File: src/hdl/framed_message_receiver_top_assert.svh
// Assertion macros shared by the framed message receiver RTL
`ifndef FRAMED_MESSAGE_RECEIVER_TOP_ASSERT_SVH
`define FRAMED_MESSAGE_RECEIVER_TOP_ASSERT_SVH

// same-cycle implication, disabled in reset
`define FMR_ASSERT_NOW(label, clk, rst_n, ante, cons, msg) \
    label: assert property (@(posedge clk) disable iff (!rst_n) (ante) |-> (cons)) \
        else $error(msg);

// next-cycle implication, disabled in reset
`define FMR_ASSERT_NEXT(label, clk, rst_n, ante, cons, msg) \
    label: assert property (@(posedge clk) disable iff (!rst_n) (ante) |=> (cons)) \
        else $error(msg);

`endif

File: src/hdl/fmr_pkg.sv
// Types, codes and helpers for the framed message receiver
package fmr_pkg;

    localparam int OP_W     = 2;
    localparam int BYTE_W   = 8;
    localparam int IDX_W    = 5;
    localparam int STATE_W  = 3;
    localparam int LEN_W    = 6;
    localparam int IDLE_W   = 17;
    localparam int TMO_W    = 16;
    localparam int CFG_IDX_W  = 3;
    localparam int CFG_DATA_W = 16;

    localparam logic [IDLE_W-1:0] IDLE_MAX = {IDLE_W{1'b1}};

    // operation codes
    localparam logic [OP_W-1:0] OP_BYTE    = 2'd0;
    localparam logic [OP_W-1:0] OP_TICK    = 2'd1;
    localparam logic [OP_W-1:0] OP_READ    = 2'd2;
    localparam logic [OP_W-1:0] OP_RELEASE = 2'd3;

    // receiver phases
    localparam logic [STATE_W-1:0] PH_HUNT     = 3'd0;
    localparam logic [STATE_W-1:0] PH_PAYLOAD  = 3'd1;
    localparam logic [STATE_W-1:0] PH_CHECKSUM = 3'd2;
    localparam logic [STATE_W-1:0] PH_READY    = 3'd3;
    localparam logic [STATE_W-1:0] PH_LOST     = 3'd4;

    // configuration register indexes
    localparam logic [CFG_IDX_W-1:0] REG_SYNC_CHAR     = 3'd0;
    localparam logic [CFG_IDX_W-1:0] REG_SEP_CHAR      = 3'd1;
    localparam logic [CFG_IDX_W-1:0] REG_END_CHAR_A    = 3'd2;
    localparam logic [CFG_IDX_W-1:0] REG_END_CHAR_B    = 3'd3;
    localparam logic [CFG_IDX_W-1:0] REG_RX_TIMEOUT    = 3'd4;
    localparam logic [CFG_IDX_W-1:0] REG_LINK_TIMEOUT  = 3'd5;

    typedef struct packed {
        logic [OP_W-1:0]   op;
        logic [BYTE_W-1:0] data_byte;
        logic [IDX_W-1:0]  read_index;
    } item_t;

    typedef struct packed {
        logic [STATE_W-1:0] rx_state;
        logic               message_ready;
        logic [LEN_W-1:0]   message_length;
        logic [BYTE_W-1:0]  read_data;
        logic               byte_rejected;
        logic               checksum_failed;
        logic               frame_timed_out;
        logic               link_lost_event;
    } result_t;

    // ASCII hex digit to nibble; anything else counts as zero
    function automatic logic [3:0] hex_value(input logic [BYTE_W-1:0] c);
        logic [3:0] v;
        v = 4'd0;
        if (c >= 8'h30 && c <= 8'h39)
        begin
            v = c[3:0];
        end
        else if ((c >= 8'h41 && c <= 8'h46) || (c >= 8'h61 && c <= 8'h66))
        begin
            v = 4'(c[3:0] + 4'd9);
        end
        return v;
    endfunction

endpackage

File: src/hdl/fmr_ram.sv
// Generic single-write, single-read RAM with registered read data
module fmr_ram #(
    parameter int WIDTH = 8,
    parameter int DEPTH = 32,
    localparam int AW = (DEPTH > 1) ? $clog2(DEPTH) : 1
) (
    input  logic             clk,
    input  logic             wr_en,
    input  logic [AW-1:0]    wr_addr,
    input  logic [WIDTH-1:0] wr_data,
    input  logic             rd_en,
    input  logic [AW-1:0]    rd_addr,
    output logic [WIDTH-1:0] rd_data
);

    logic [WIDTH-1:0] mem [DEPTH];
    logic [WIDTH-1:0] rd_data_reg;

    always_ff @(posedge clk)
    begin
        if (wr_en)
        begin
            mem[wr_addr] <= wr_data;
        end
        if (rd_en)
        begin
            rd_data_reg <= mem[rd_addr];
        end
    end

    assign rd_data = rd_data_reg;

endmodule

File: src/hdl/framed_message_receiver_top.sv
// Framed message receiver: frame parser, payload RAM and result pipeline
//
// Takes one transaction per clock while the input is not stalled (byte, tick, read
// or release) and returns one result per transaction, through the payload RAM read
// stage and then the output register. Frame state (phase, count, XOR,
// received checksum, idle ticks) updates in the acceptance cycle, so items can
// follow back to back; the payload bytes live in a MAX_PAYLOAD-entry RAM with a
// registered read. The input stalls only while both the RAM read stage and the
// output register hold results and the output is stalled. The payload RAM needs
// no clearing after reset: only entries below the stored count are ever returned.
// Configuration writes are always ready.
`include "framed_message_receiver_top_assert.svh"

module framed_message_receiver_top #(
    parameter int MAX_PAYLOAD = 32
) (
    input  logic                        clk,
    input  logic                        rst_n,
    input  logic                        item_valid,
    output logic                        item_stall,
    input  fmr_pkg::item_t              item,
    output logic                        result_valid,
    input  logic                        result_stall,
    output fmr_pkg::result_t            result,
    input  logic                        cfg_valid,
    output logic                        cfg_ready,
    input  logic [fmr_pkg::CFG_IDX_W-1:0]  cfg_index,
    input  logic [fmr_pkg::CFG_DATA_W-1:0] cfg_data
);
    import fmr_pkg::*;

    localparam int CW     = $clog2(MAX_PAYLOAD + 1);
    localparam int AW     = (MAX_PAYLOAD > 1) ? $clog2(MAX_PAYLOAD) : 1;
    localparam int CMP_W  = (CW > IDX_W) ? CW : IDX_W;
    localparam logic [CW-1:0] MAX_COUNT = CW'(MAX_PAYLOAD);

    // configuration
    logic [BYTE_W-1:0] sync_char_reg, sep_char_reg, end_a_reg, end_b_reg;
    logic [TMO_W-1:0]  rx_tmo_reg, link_tmo_reg;

    // frame state
    logic [STATE_W-1:0] phase_reg, phase_next;
    logic [CW-1:0]      count_reg, count_next;
    logic [BYTE_W-1:0]  xor_reg, xor_next;
    logic [BYTE_W-1:0]  cksum_reg, cksum_next;
    logic [IDLE_W-1:0]  idle_reg, idle_next;
    logic               rej, ckf, tmo, lost;

    // pipeline
    logic               item_accept;
    logic               s1_valid_reg;
    logic               s1_adv;
    logic               s1_rd_sel_reg;
    result_t            s1_res_reg;
    result_t            s1_out;
    result_t            res_now;
    logic               out_valid_reg;
    result_t            out_reg;

    // RAM
    logic               ram_wr_en;
    logic [AW-1:0]      ram_wr_addr;
    logic               ram_rd_en;
    logic               rd_in_range;
    logic [BYTE_W-1:0]  ram_rd_data;
    logic               is_end;

    assign cfg_ready    = 1'b1;
    assign s1_adv       = !out_valid_reg || !result_stall;
    assign item_stall   = s1_valid_reg && !s1_adv;
    assign item_accept  = item_valid && !item_stall;
    assign result_valid = out_valid_reg;
    assign result       = out_reg;

    always_ff @(posedge clk or negedge rst_n)
    begin
        if (!rst_n)
        begin
            sync_char_reg <= 8'd36;
            sep_char_reg  <= 8'd42;
            end_a_reg     <= 8'd13;
            end_b_reg     <= 8'd10;
            rx_tmo_reg    <= 16'd500;
            link_tmo_reg  <= 16'd5000;
        end
        else if (cfg_valid && cfg_ready)
        begin
            case (cfg_index)
                REG_SYNC_CHAR:    sync_char_reg <= cfg_data[BYTE_W-1:0];
                REG_SEP_CHAR:     sep_char_reg  <= cfg_data[BYTE_W-1:0];
                REG_END_CHAR_A:   end_a_reg     <= cfg_data[BYTE_W-1:0];
                REG_END_CHAR_B:   end_b_reg     <= cfg_data[BYTE_W-1:0];
                REG_RX_TIMEOUT:   rx_tmo_reg    <= cfg_data[TMO_W-1:0];
                REG_LINK_TIMEOUT: link_tmo_reg  <= cfg_data[TMO_W-1:0];
                default: ;
            endcase
        end
    end

    assign is_end = (item.data_byte == end_a_reg) || (item.data_byte == end_b_reg);

    always_comb
    begin
        phase_next = phase_reg;
        count_next = count_reg;
        xor_next   = xor_reg;
        cksum_next = cksum_reg;
        idle_next  = idle_reg;
        rej  = 1'b0;
        ckf  = 1'b0;
        tmo  = 1'b0;
        lost = 1'b0;
        ram_wr_en = 1'b0;
        case (item.op)
            OP_BYTE:
            begin
                idle_next = '0;
                // leaving link lost drops the frame, then the byte is seen as in hunt
                if (phase_reg == PH_LOST)
                begin
                    phase_next = PH_HUNT;
                    count_next = '0;
                    xor_next   = '0;
                    cksum_next = '0;
                end
                case (phase_next)
                    PH_READY:
                    begin
                        rej = 1'b1;
                    end
                    PH_HUNT:
                    begin
                        if (item.data_byte == sync_char_reg)
                        begin
                            phase_next = PH_PAYLOAD;
                            count_next = '0;
                            xor_next   = '0;
                            cksum_next = '0;
                        end
                    end
                    PH_PAYLOAD:
                    begin
                        if (item.data_byte == sync_char_reg)
                        begin
                            count_next = '0;
                            xor_next   = '0;
                            cksum_next = '0;
                        end
                        else if (item.data_byte == sep_char_reg)
                        begin
                            phase_next = PH_CHECKSUM;
                        end
                        else if (is_end)
                        begin
                            phase_next = PH_READY;
                        end
                        else if (count_reg < MAX_COUNT)
                        begin
                            ram_wr_en  = 1'b1;
                            count_next = CW'(count_reg + 1'b1);
                            xor_next   = xor_reg ^ item.data_byte;
                        end
                        else
                        begin
                            phase_next = PH_HUNT;
                        end
                    end
                    default:
                    begin
                        if (is_end)
                        begin
                            if (cksum_reg == xor_reg)
                            begin
                                phase_next = PH_READY;
                            end
                            else
                            begin
                                phase_next = PH_HUNT;
                                ckf = 1'b1;
                            end
                        end
                        else
                        begin
                            cksum_next = {cksum_reg[3:0], hex_value(item.data_byte)};
                        end
                    end
                endcase
            end
            OP_TICK:
            begin
                if (idle_reg != IDLE_MAX)
                begin
                    idle_next = IDLE_W'(idle_reg + 1'b1);
                end
                if ((phase_reg == PH_PAYLOAD || phase_reg == PH_CHECKSUM) &&
                    idle_next > {1'b0, rx_tmo_reg})
                begin
                    phase_next = PH_HUNT;
                    tmo = 1'b1;
                end
                else if (phase_reg != PH_LOST && idle_next > {1'b0, link_tmo_reg})
                begin
                    phase_next = PH_LOST;
                    lost = 1'b1;
                end
            end
            OP_RELEASE:
            begin
                count_next = '0;
                phase_next = PH_HUNT;
            end
            default: ;
        endcase
    end

    assign rd_in_range = (CMP_W'(item.read_index) < CMP_W'(count_reg)) &&
                         (CMP_W'(item.read_index) < CMP_W'(MAX_COUNT));
    assign ram_rd_en   = item_accept && (item.op == OP_READ) && rd_in_range;
    assign ram_wr_addr = AW'(count_reg);

    fmr_ram #(
        .WIDTH (BYTE_W),
        .DEPTH (MAX_PAYLOAD)
    ) u_payload_ram (
        .clk     (clk),
        .wr_en   (item_accept && ram_wr_en),
        .wr_addr (ram_wr_addr),
        .wr_data (item.data_byte),
        .rd_en   (ram_rd_en),
        .rd_addr (AW'(item.read_index)),
        .rd_data (ram_rd_data)
    );

    always_ff @(posedge clk or negedge rst_n)
    begin
        if (!rst_n)
        begin
            phase_reg <= PH_HUNT;
            count_reg <= '0;
            xor_reg   <= '0;
            cksum_reg <= '0;
            idle_reg  <= '0;
        end
        else if (item_accept)
        begin
            phase_reg <= phase_next;
            count_reg <= count_next;
            xor_reg   <= xor_next;
            cksum_reg <= cksum_next;
            idle_reg  <= idle_next;
        end
    end

    always_comb
    begin
        res_now                 = '0;
        res_now.rx_state        = phase_next;
        res_now.message_ready   = (phase_next == PH_READY);
        res_now.message_length  = LEN_W'(count_next);
        res_now.byte_rejected   = rej;
        res_now.checksum_failed = ckf;
        res_now.frame_timed_out = tmo;
        res_now.link_lost_event = lost;
    end

    // stage 1 waits for the RAM read data
    always_ff @(posedge clk or negedge rst_n)
    begin
        if (!rst_n)
        begin
            s1_valid_reg <= 1'b0;
        end
        else if (item_accept)
        begin
            s1_valid_reg <= 1'b1;
        end
        else if (s1_adv)
        begin
            s1_valid_reg <= 1'b0;
        end
    end

    always_ff @(posedge clk)
    begin
        if (item_accept)
        begin
            s1_res_reg    <= res_now;
            s1_rd_sel_reg <= ram_rd_en;
        end
    end

    always_comb
    begin
        s1_out           = s1_res_reg;
        s1_out.read_data = s1_rd_sel_reg ? ram_rd_data : '0;
    end

    always_ff @(posedge clk or negedge rst_n)
    begin
        if (!rst_n)
        begin
            out_valid_reg <= 1'b0;
        end
        else if (s1_valid_reg && s1_adv)
        begin
            out_valid_reg <= 1'b1;
        end
        else if (!result_stall)
        begin
            out_valid_reg <= 1'b0;
        end
    end

    always_ff @(posedge clk)
    begin
        if (s1_valid_reg && s1_adv)
        begin
            out_reg <= s1_out;
        end
    end

    `FMR_ASSERT_NOW(a_count_bound, clk, rst_n, 1'b1, count_reg <= MAX_COUNT,
        "payload count above bound")
    `FMR_ASSERT_NOW(a_write_in_payload, clk, rst_n, item_accept && ram_wr_en,
        phase_reg == PH_PAYLOAD && count_reg < MAX_COUNT,
        "payload RAM written outside payload phase")
    `FMR_ASSERT_NEXT(a_release_clears, clk, rst_n, item_accept && item.op == OP_RELEASE,
        count_reg == '0 && phase_reg == PH_HUNT, "release did not clear frame")
    `FMR_ASSERT_NEXT(a_byte_clears_idle, clk, rst_n, item_accept && item.op == OP_BYTE,
        idle_reg == '0, "byte did not clear idle count")

endmodule

File: config.mk
export PLATFORM = sky130hd
export DESIGN_NAME = framed_message_receiver_top
export DESIGN_NICKNAME = d
export VERILOG_FILES = /design/src/hdl/fmr_pkg.sv /design/src/hdl/fmr_ram.sv /design/src/hdl/framed_message_receiver_top.sv
export VERILOG_INCLUDE_DIRS = /design/src /design/src/hdl
export SDC_FILE = /design/constraint.sdc
export NUM_CORES = 1
export LEC_CHECK = 0
export BUFFER_PORTS_ARGS = -buffer_cell sky130_fd_sc_hd__buf_2
export CORE_ASPECT_RATIO = 1.75
export CORE_MARGIN = 1.5
export CORE_UTILIZATION = 30
export CTS_CLUSTER_SIZE = 30
export DETAILED_ROUTE_END_ITERATION = 7
export PLACE_DENSITY_LB_ADDON = 0.15
export SLEW_MARGIN = 25
export SYNTH_ARGS = -nofsm -noshare
export SYNTH_HDL_FRONTEND = slang
export SYNTH_SLANG_ARGS = --single-unit
export TNS_END_PERCENT = 10
File: constraint.sdc
create_clock -name clk -period 10.9 [get_ports clk]
set_clock_uncertainty 0.2 [all_clocks]
set_input_delay 1.09 -clock clk [delete_from_list [all_inputs] [get_ports clk]]
set_output_delay 1.09 -clock clk [all_outputs]
set_load 0.005 [all_outputs]
== Word-level counts from Yosys, hierarchy flattened ==
Memories as Yosys holds them, arrays and structs flattened. A register that Yosys moved wholly into a read port is not among the register bits.
Index checks and enable logic that the tools add are counted.

* Add/sub/neg operators: 3
* Bitwise operators: 4
* Equality and inequality tests: 22
* Mux-type cells: 53
* Magnitude comparators: 10
* Reductions and logical operators: 35

{| class="wikitable"
|+ Operator list
! kind !! count
|-
| $mux W8 || 9
|-
| $eq A8 B8 Y1 || 5
|-
| $mux W6 || 6
|-
| $gt A17 B16 Y1 || 2
|-
| $mux W17 || 2
|-
| $pmux W17 S2 || 1
|-
| $pmux W8 S2 || 2
|-
| $mux W3 || 10
|-
| $pmux W6 S2 || 2
|-
| $pmux W3 S3 || 2
|-
| $add A17 B1 Y17 const B || 1
|-
| $ne A17 B17 Y1 const B || 1
|-
| $ge A8 B7 Y1 const B || 2
|-
| $le A8 B7 Y1 const B || 2
|-
| $mux W1 || 16
|-
| $reduce_and A2 Y1 || 8
|-
| $eq A3 B2 Y1 const B || 5
|-
| $logic_and A1 B1 Y1 || 11
|-
| $eq A3 B1 Y1 const B || 3
|-
| $eq A3 B3 Y1 const B || 3
|-
| $ge A8 B6 Y1 const B || 1
|-
| $le A8 B6 Y1 const B || 1
|-
| $mux W4 || 2
|-
| $xor A8 B8 Y8 || 1
|-
| 17 further kinds || 29
|}

* Bits of input ports: 39
* Flip-flop bits (word level): 145
* Memories: 1
* RAM bits: 256
* Output and inout bits: 25
* Word-level logic and storage cells: 157

{| class="wikitable"
|+ Memory list
! name !! depth !! bits a word !! read ports !! clocked after memory_dff !! write ports !! line !! RTL
|-
| u_payload_ram.mem || 32 || 8 || 1 || 1 || 1 || fmr_ram.sv:16 || <nowiki>logic [WIDTH-1:0] mem [DEPTH];</nowiki>
|}

== Longest topological paths before layout ==
* Word-level depth: 10
* Mapped depth: 17
* Mapped depth without buffers: 17

== By module ==
Synthesis repeated with hierarchy kept, for this count alone.

* Cells, all modules: 1154
* Area, all modules: 18044.8 sq um

{| class="wikitable"
|+ By module, submodules not included
! module !! cells each !! instances !! sequential area each (sq um) !! area each (sq um)
|-
| fmr_ram || 417 || 1 || 7927.6 || 10133.5
|-
| framed_message_receiver_top || 737 || 1 || 3839.9 || 7911.3
|}

== Worst setup path before layout ==
OpenSTA, ideal clock, no wires.

* Path type: register -> register
* Start point: register idle_reg[13]
* End point: register phase_reg[2]
* Setup time: 0.125 ns
* Clock period less this slack: 3.906 ns
* Data arrival time: 3.581 ns
* Path slack: 6.994 ns
* Cell stages (with the launch flop): 16
* Data required time: 10.575 ns
* Buffers on the path: 0
* Path through: dfrtp_1 and4_1 and2_1 a21oi_2 nand3_1 nor2_1 nand3_1 xnor2_1 ha_1 nand4_1 nor4_1 o31ai_1 nand2_1 a41oi_1 o32a_1 mux2_2

* Longest elaborated chain between the ends: 8
* Elaborated cells on any way between the ends: 11
* Classes of those cells: 1 x add/sub; 2 x order compare; 1 x eq/ne; 5 x mux; 2 x reduce/logical

{| class="wikitable"
|+ RTL lines
! what !! line !! RTL
|-
| from (decl) || framed_message_receiver_top.sv:46 || <nowiki>logic [IDLE_W-1:0] idle_reg, idle_next;</nowiki>
|-
| from (signal assigned) || framed_message_receiver_top.sv:250 || <nowiki>idle_reg <= idle_next;</nowiki>
|-
| $add A17 B1 Y17 / $ne A17 B17 Y1 (equally long branches) || framed_message_receiver_top.sv:193, framed_message_receiver_top.sv:191 ||
|-
| $mux W17 * || framed_message_receiver_top.sv:191 || <nowiki>if (idle_reg != IDLE_MAX)</nowiki>
|-
| $mux W17 * || framed_message_receiver_top.sv:114 || <nowiki>case (item.op)</nowiki>
|-
| $gt A17 B16 Y1 || framed_message_receiver_top.sv:201 || <nowiki>else if (phase_reg != PH_LOST && idle_next > {1'b0, link_tmo_reg})</nowiki>
|-
| $logic_and A1 B1 Y1 || framed_message_receiver_top.sv:201 ||
|-
| $mux W3 || framed_message_receiver_top.sv:201 ||
|-
| $mux W3 * || framed_message_receiver_top.sv:195 || <nowiki>if ((phase_reg == PH_PAYLOAD || phase_reg == PH_CHECKSUM) &&</nowiki>
|-
| $pmux W3 S3 * || framed_message_receiver_top.sv:114 ||
|-
| via phase_next[2] || framed_message_receiver_top.sv:42 || <nowiki>logic [STATE_W-1:0] phase_reg, phase_next;</nowiki>
|-
| to (signal assigned) || framed_message_receiver_top.sv:246 || <nowiki>phase_reg <= phase_next;</nowiki>
|-
| to (decl) || framed_message_receiver_top.sv:42 ||
|}

The timed path passes the listed nets; every way through them passes the cells marked *. The select of a mux whose other input is x is not followed.
A chain may end at the register's enable or synchronous reset.

==> results_dict.tcl <==
set metrics [dict create \
    core_mm2 0.0594 \
    met2_usage_pct 29.3 \
    grt_max_degree 66 \
    whs_path_depth 0 \
    nNetsFinal 1308 \
    overflow 0 \
    grt-busiest-layer "met2" \
    clock_latency_ps 560 \
    synth_top_area_share_pct 50.1 \
    synth_edf_count 301 \
    hp-start "s1_out[17]" \
    min_to "result[17]" \
    ant_nets 0 \
    vias 9889 \
    largest_reg_flops 256 \
    r2r_start "idle_reg[0]" \
    wirelength_mm 46.3 \
    tightest_slew_ps 972 \
    r2r_end "s1_out[18]" \
    io_pins 64 \
    wl_per_cell_um 22.8 \
    p_int_mw 2.76 \
    area_growth_pct 14.2 \
    cp-end-kind "register" \
    p_clk_share_pct 41.5 \
    ctsHtreeMaxLevel 2 \
    critPathKind "reg2reg" \
    cp_slowest_cell "nor4_1" \
    seqPwrFrac_pct 49.8 \
    cap_violations 0 \
    grtUsageMet1_pct 16.5 \
    async_flop_share_pct 26.4 \
    slew_headroom_pct 35.2 \
    drive_above_1_share_pct 26.0 \
    ys.flop_type "edfxtp_1" \
    status "completed" \
    ctsHoldBuffers 0 \
    worst_hold_slack_ps 214 \
    clockBufferDepth 3 \
    path_common_cell "nand3_1" \
    path_max_fanout 8 \
    cts_tree "done" \
    ctsResizeCount 0 \
    r2r_setup_slack_ps 5950 \
    antenna_found_initial 0 \
    cp-start-kind "register" \
    dieArea_mm2 0.0617 \
    finalHoldViolations 0 \
    syn_inst 1156 \
    mostFrequentLayoutCells "edfxtp_1, dfrtp_1, mux4_2" \
    grt_pass1_wl_mm 69.4 \
    grt_pass1_vias 10500 \
    required_ps 11060 \
    yosys.area.top_type "edfxtp_1" \
    p_sw_share_pct 23.3 \
    initial_core_util_pct 30.4 \
    rr_worst_depth 16 \
    path_clk_slew_ps 70 \
    numCtsBuffers 41 \
    avgSynthCellArea_um2 15.6 \
    powerDensity_mw_per_mm2 174 \
    synth_fp_nets 1243 \
    clockRootBuffer "clkbuf_16" \
    met3_usage_pct 1.84 \
    detailed_place_hpwl_mm 32.0 \
    combPwrFrac_pct 8.8 \
    synth_area_leaders "edfxtp_1, dfrtp_1, mux4_2" \
    die_w_um 188 \
    drc 0 \
    power.leakage_nw 7.31 \
    io_buffers 62 \
    maxSlewViolCount 0 \
    switching_power_mw 0.838 \
    hold_class "reg2reg" \
    finalSetupViolations 0 \
    routabilityCongestion 0.794 \
    finalSetupTns_ps 0 \
    path_cells "ha_1 > nand2_1 > nor4_4 > a21oi_2 > nand3_1 > nor2_1 > nand3_1 > xnor2_1 > ha_1 > nand4_1 > nor4_1 > nand3_1 > a41oi_1 > a21oi_1 > o22a_1 > a211oi_1" \
    cts_setup_buffers 0 \
    ir_drop_mv 0.0954 \
    clock.fmax_ghz 0.202 \
    synth_cell_types 72 \
    min_period_ps 4950 \
    first_iter_violations 558 \
    rsz0062_at_grt "no" \
    numClockSinks 409 \
    die_y_um 327 \
    num_rows 118 \
    slowest_delay_ps 460 \
    first_pass_iters 5 \
    layout_commonest_cell "edfxtp_1" \
    yosysWarningCount 0 \
    via_per_inst 4.86 \
    syn_area_mm2 0.0180 \
    post-route-period-util_pct 45.4 \
    globalRouteTotalUtil_pct 15.3 \
    arrival_ps 5110 \
    ys_ff_latch 409 \
    yosysSeqAreaShare_pct 65.2 \
]
[metrics by stage]
step	utilization [%]	power (mW)	setup WS, ps	cells	instance area, um2
floorplan	-	2.02	6990	1156	18000
global placement	32.3	2.14	5960	1958	19200
detailed placement	32.3	2.15	5830	1958	19200
CTS	34.7	3.66	5930	2033	20600
global route	34.7	3.74	5610	2033	20600
finish	34.7	3.59	5950	2034	20600
[kinds of logic after synthesis]
group	synth area share, %
AOI/OAI and AO/OA	5.83
adders and majority gates	3.33
DFF	65.2
other	0.0208
xor gates and xnor gates	2.87
muxes	13.8
and+or+nand+nor	6.32
buffers and inverters	2.55
[routing by layer]
layer	part of all wire (%)	wire length, um
met5	0	0
met4	4.3	2010
met3	3.0	1390
met2	55	25600
met1	37	17300
[area by class of cell]
class | count | area [um2]
Clock inverter | 28 | 327
Fill cell | 5791 | 38800
Timing Repair Buffer | 76 | 420
Antenna cell | 1 | 2.50
Tap cell | 780 | 976
Inverter | 52 | 195
Multi-Input combinational cell | 641 | 5820
Clock buffer | 47 | 1090
Sequential cell | 409 | 11800
[power by group through the flow]
stage	clock [mW]	combinational, mW	sequential (mW)
after floorplan	0	0.205	1.81
after global placement	0	0.320	1.82
after detailed placement	0	0.325	1.82
after CTS	1.54	0.327	1.79
after global routing	1.59	0.352	1.80
final	1.49	0.314	1.79
[how the worst max path moves through the flow]
stage	start	to	slack, ps	cells past startpoint
CTS	idle_reg[0]	s1_out[18]	5930	16
floorplan	idle_reg[13]	phase_reg[2]	6990	15
finish	idle_reg[0]	s1_out[18]	5950	16
detailed placement	item[7]	u_payload_ram.mem[4][2]	5830	9
global placement	item[7]	u_payload_ram.mem[4][2]	5960	9
global route	idle_reg[0]	s1_out[18]	5610	16
[worst max-delay path, delay by kind of cell (launching register included)]
| family | cells | cell delay [ps] |
|---|---|---|
| DFF | 1 | 440 |
| AOI/OAI and AO/OA | 5 | 1430 |
| and+or+nand+nor | 8 | 1880 |
| adders and majority gates | 2 | 610 |
| xor gates and xnor gates | 1 | 190 |
[cell usage after synthesis, types with 5 or more instances]
cell type  count
o31ai_1        7
nand4_1       13
mux4_2        80
a21oi_1       31
nand2_1       67
a21o_1         5
and2_1        10
nand2b_1       6
clkbuf_1      30
a32o_1         9
nand3_1       32
buf_2         13
edfxtp_1     301
xnor2_1       39
mux2_2        59
xor2_1        20
nor2_1        62
dfrtp_1       87
nor4_1         7
inv_1         52
a22o_1         7
dfstp_2       21
o21ai_0       63
a31oi_1        5
nor3_1         7
ha_1          48
Note: power is estimated with default switching activity, not from simulation.
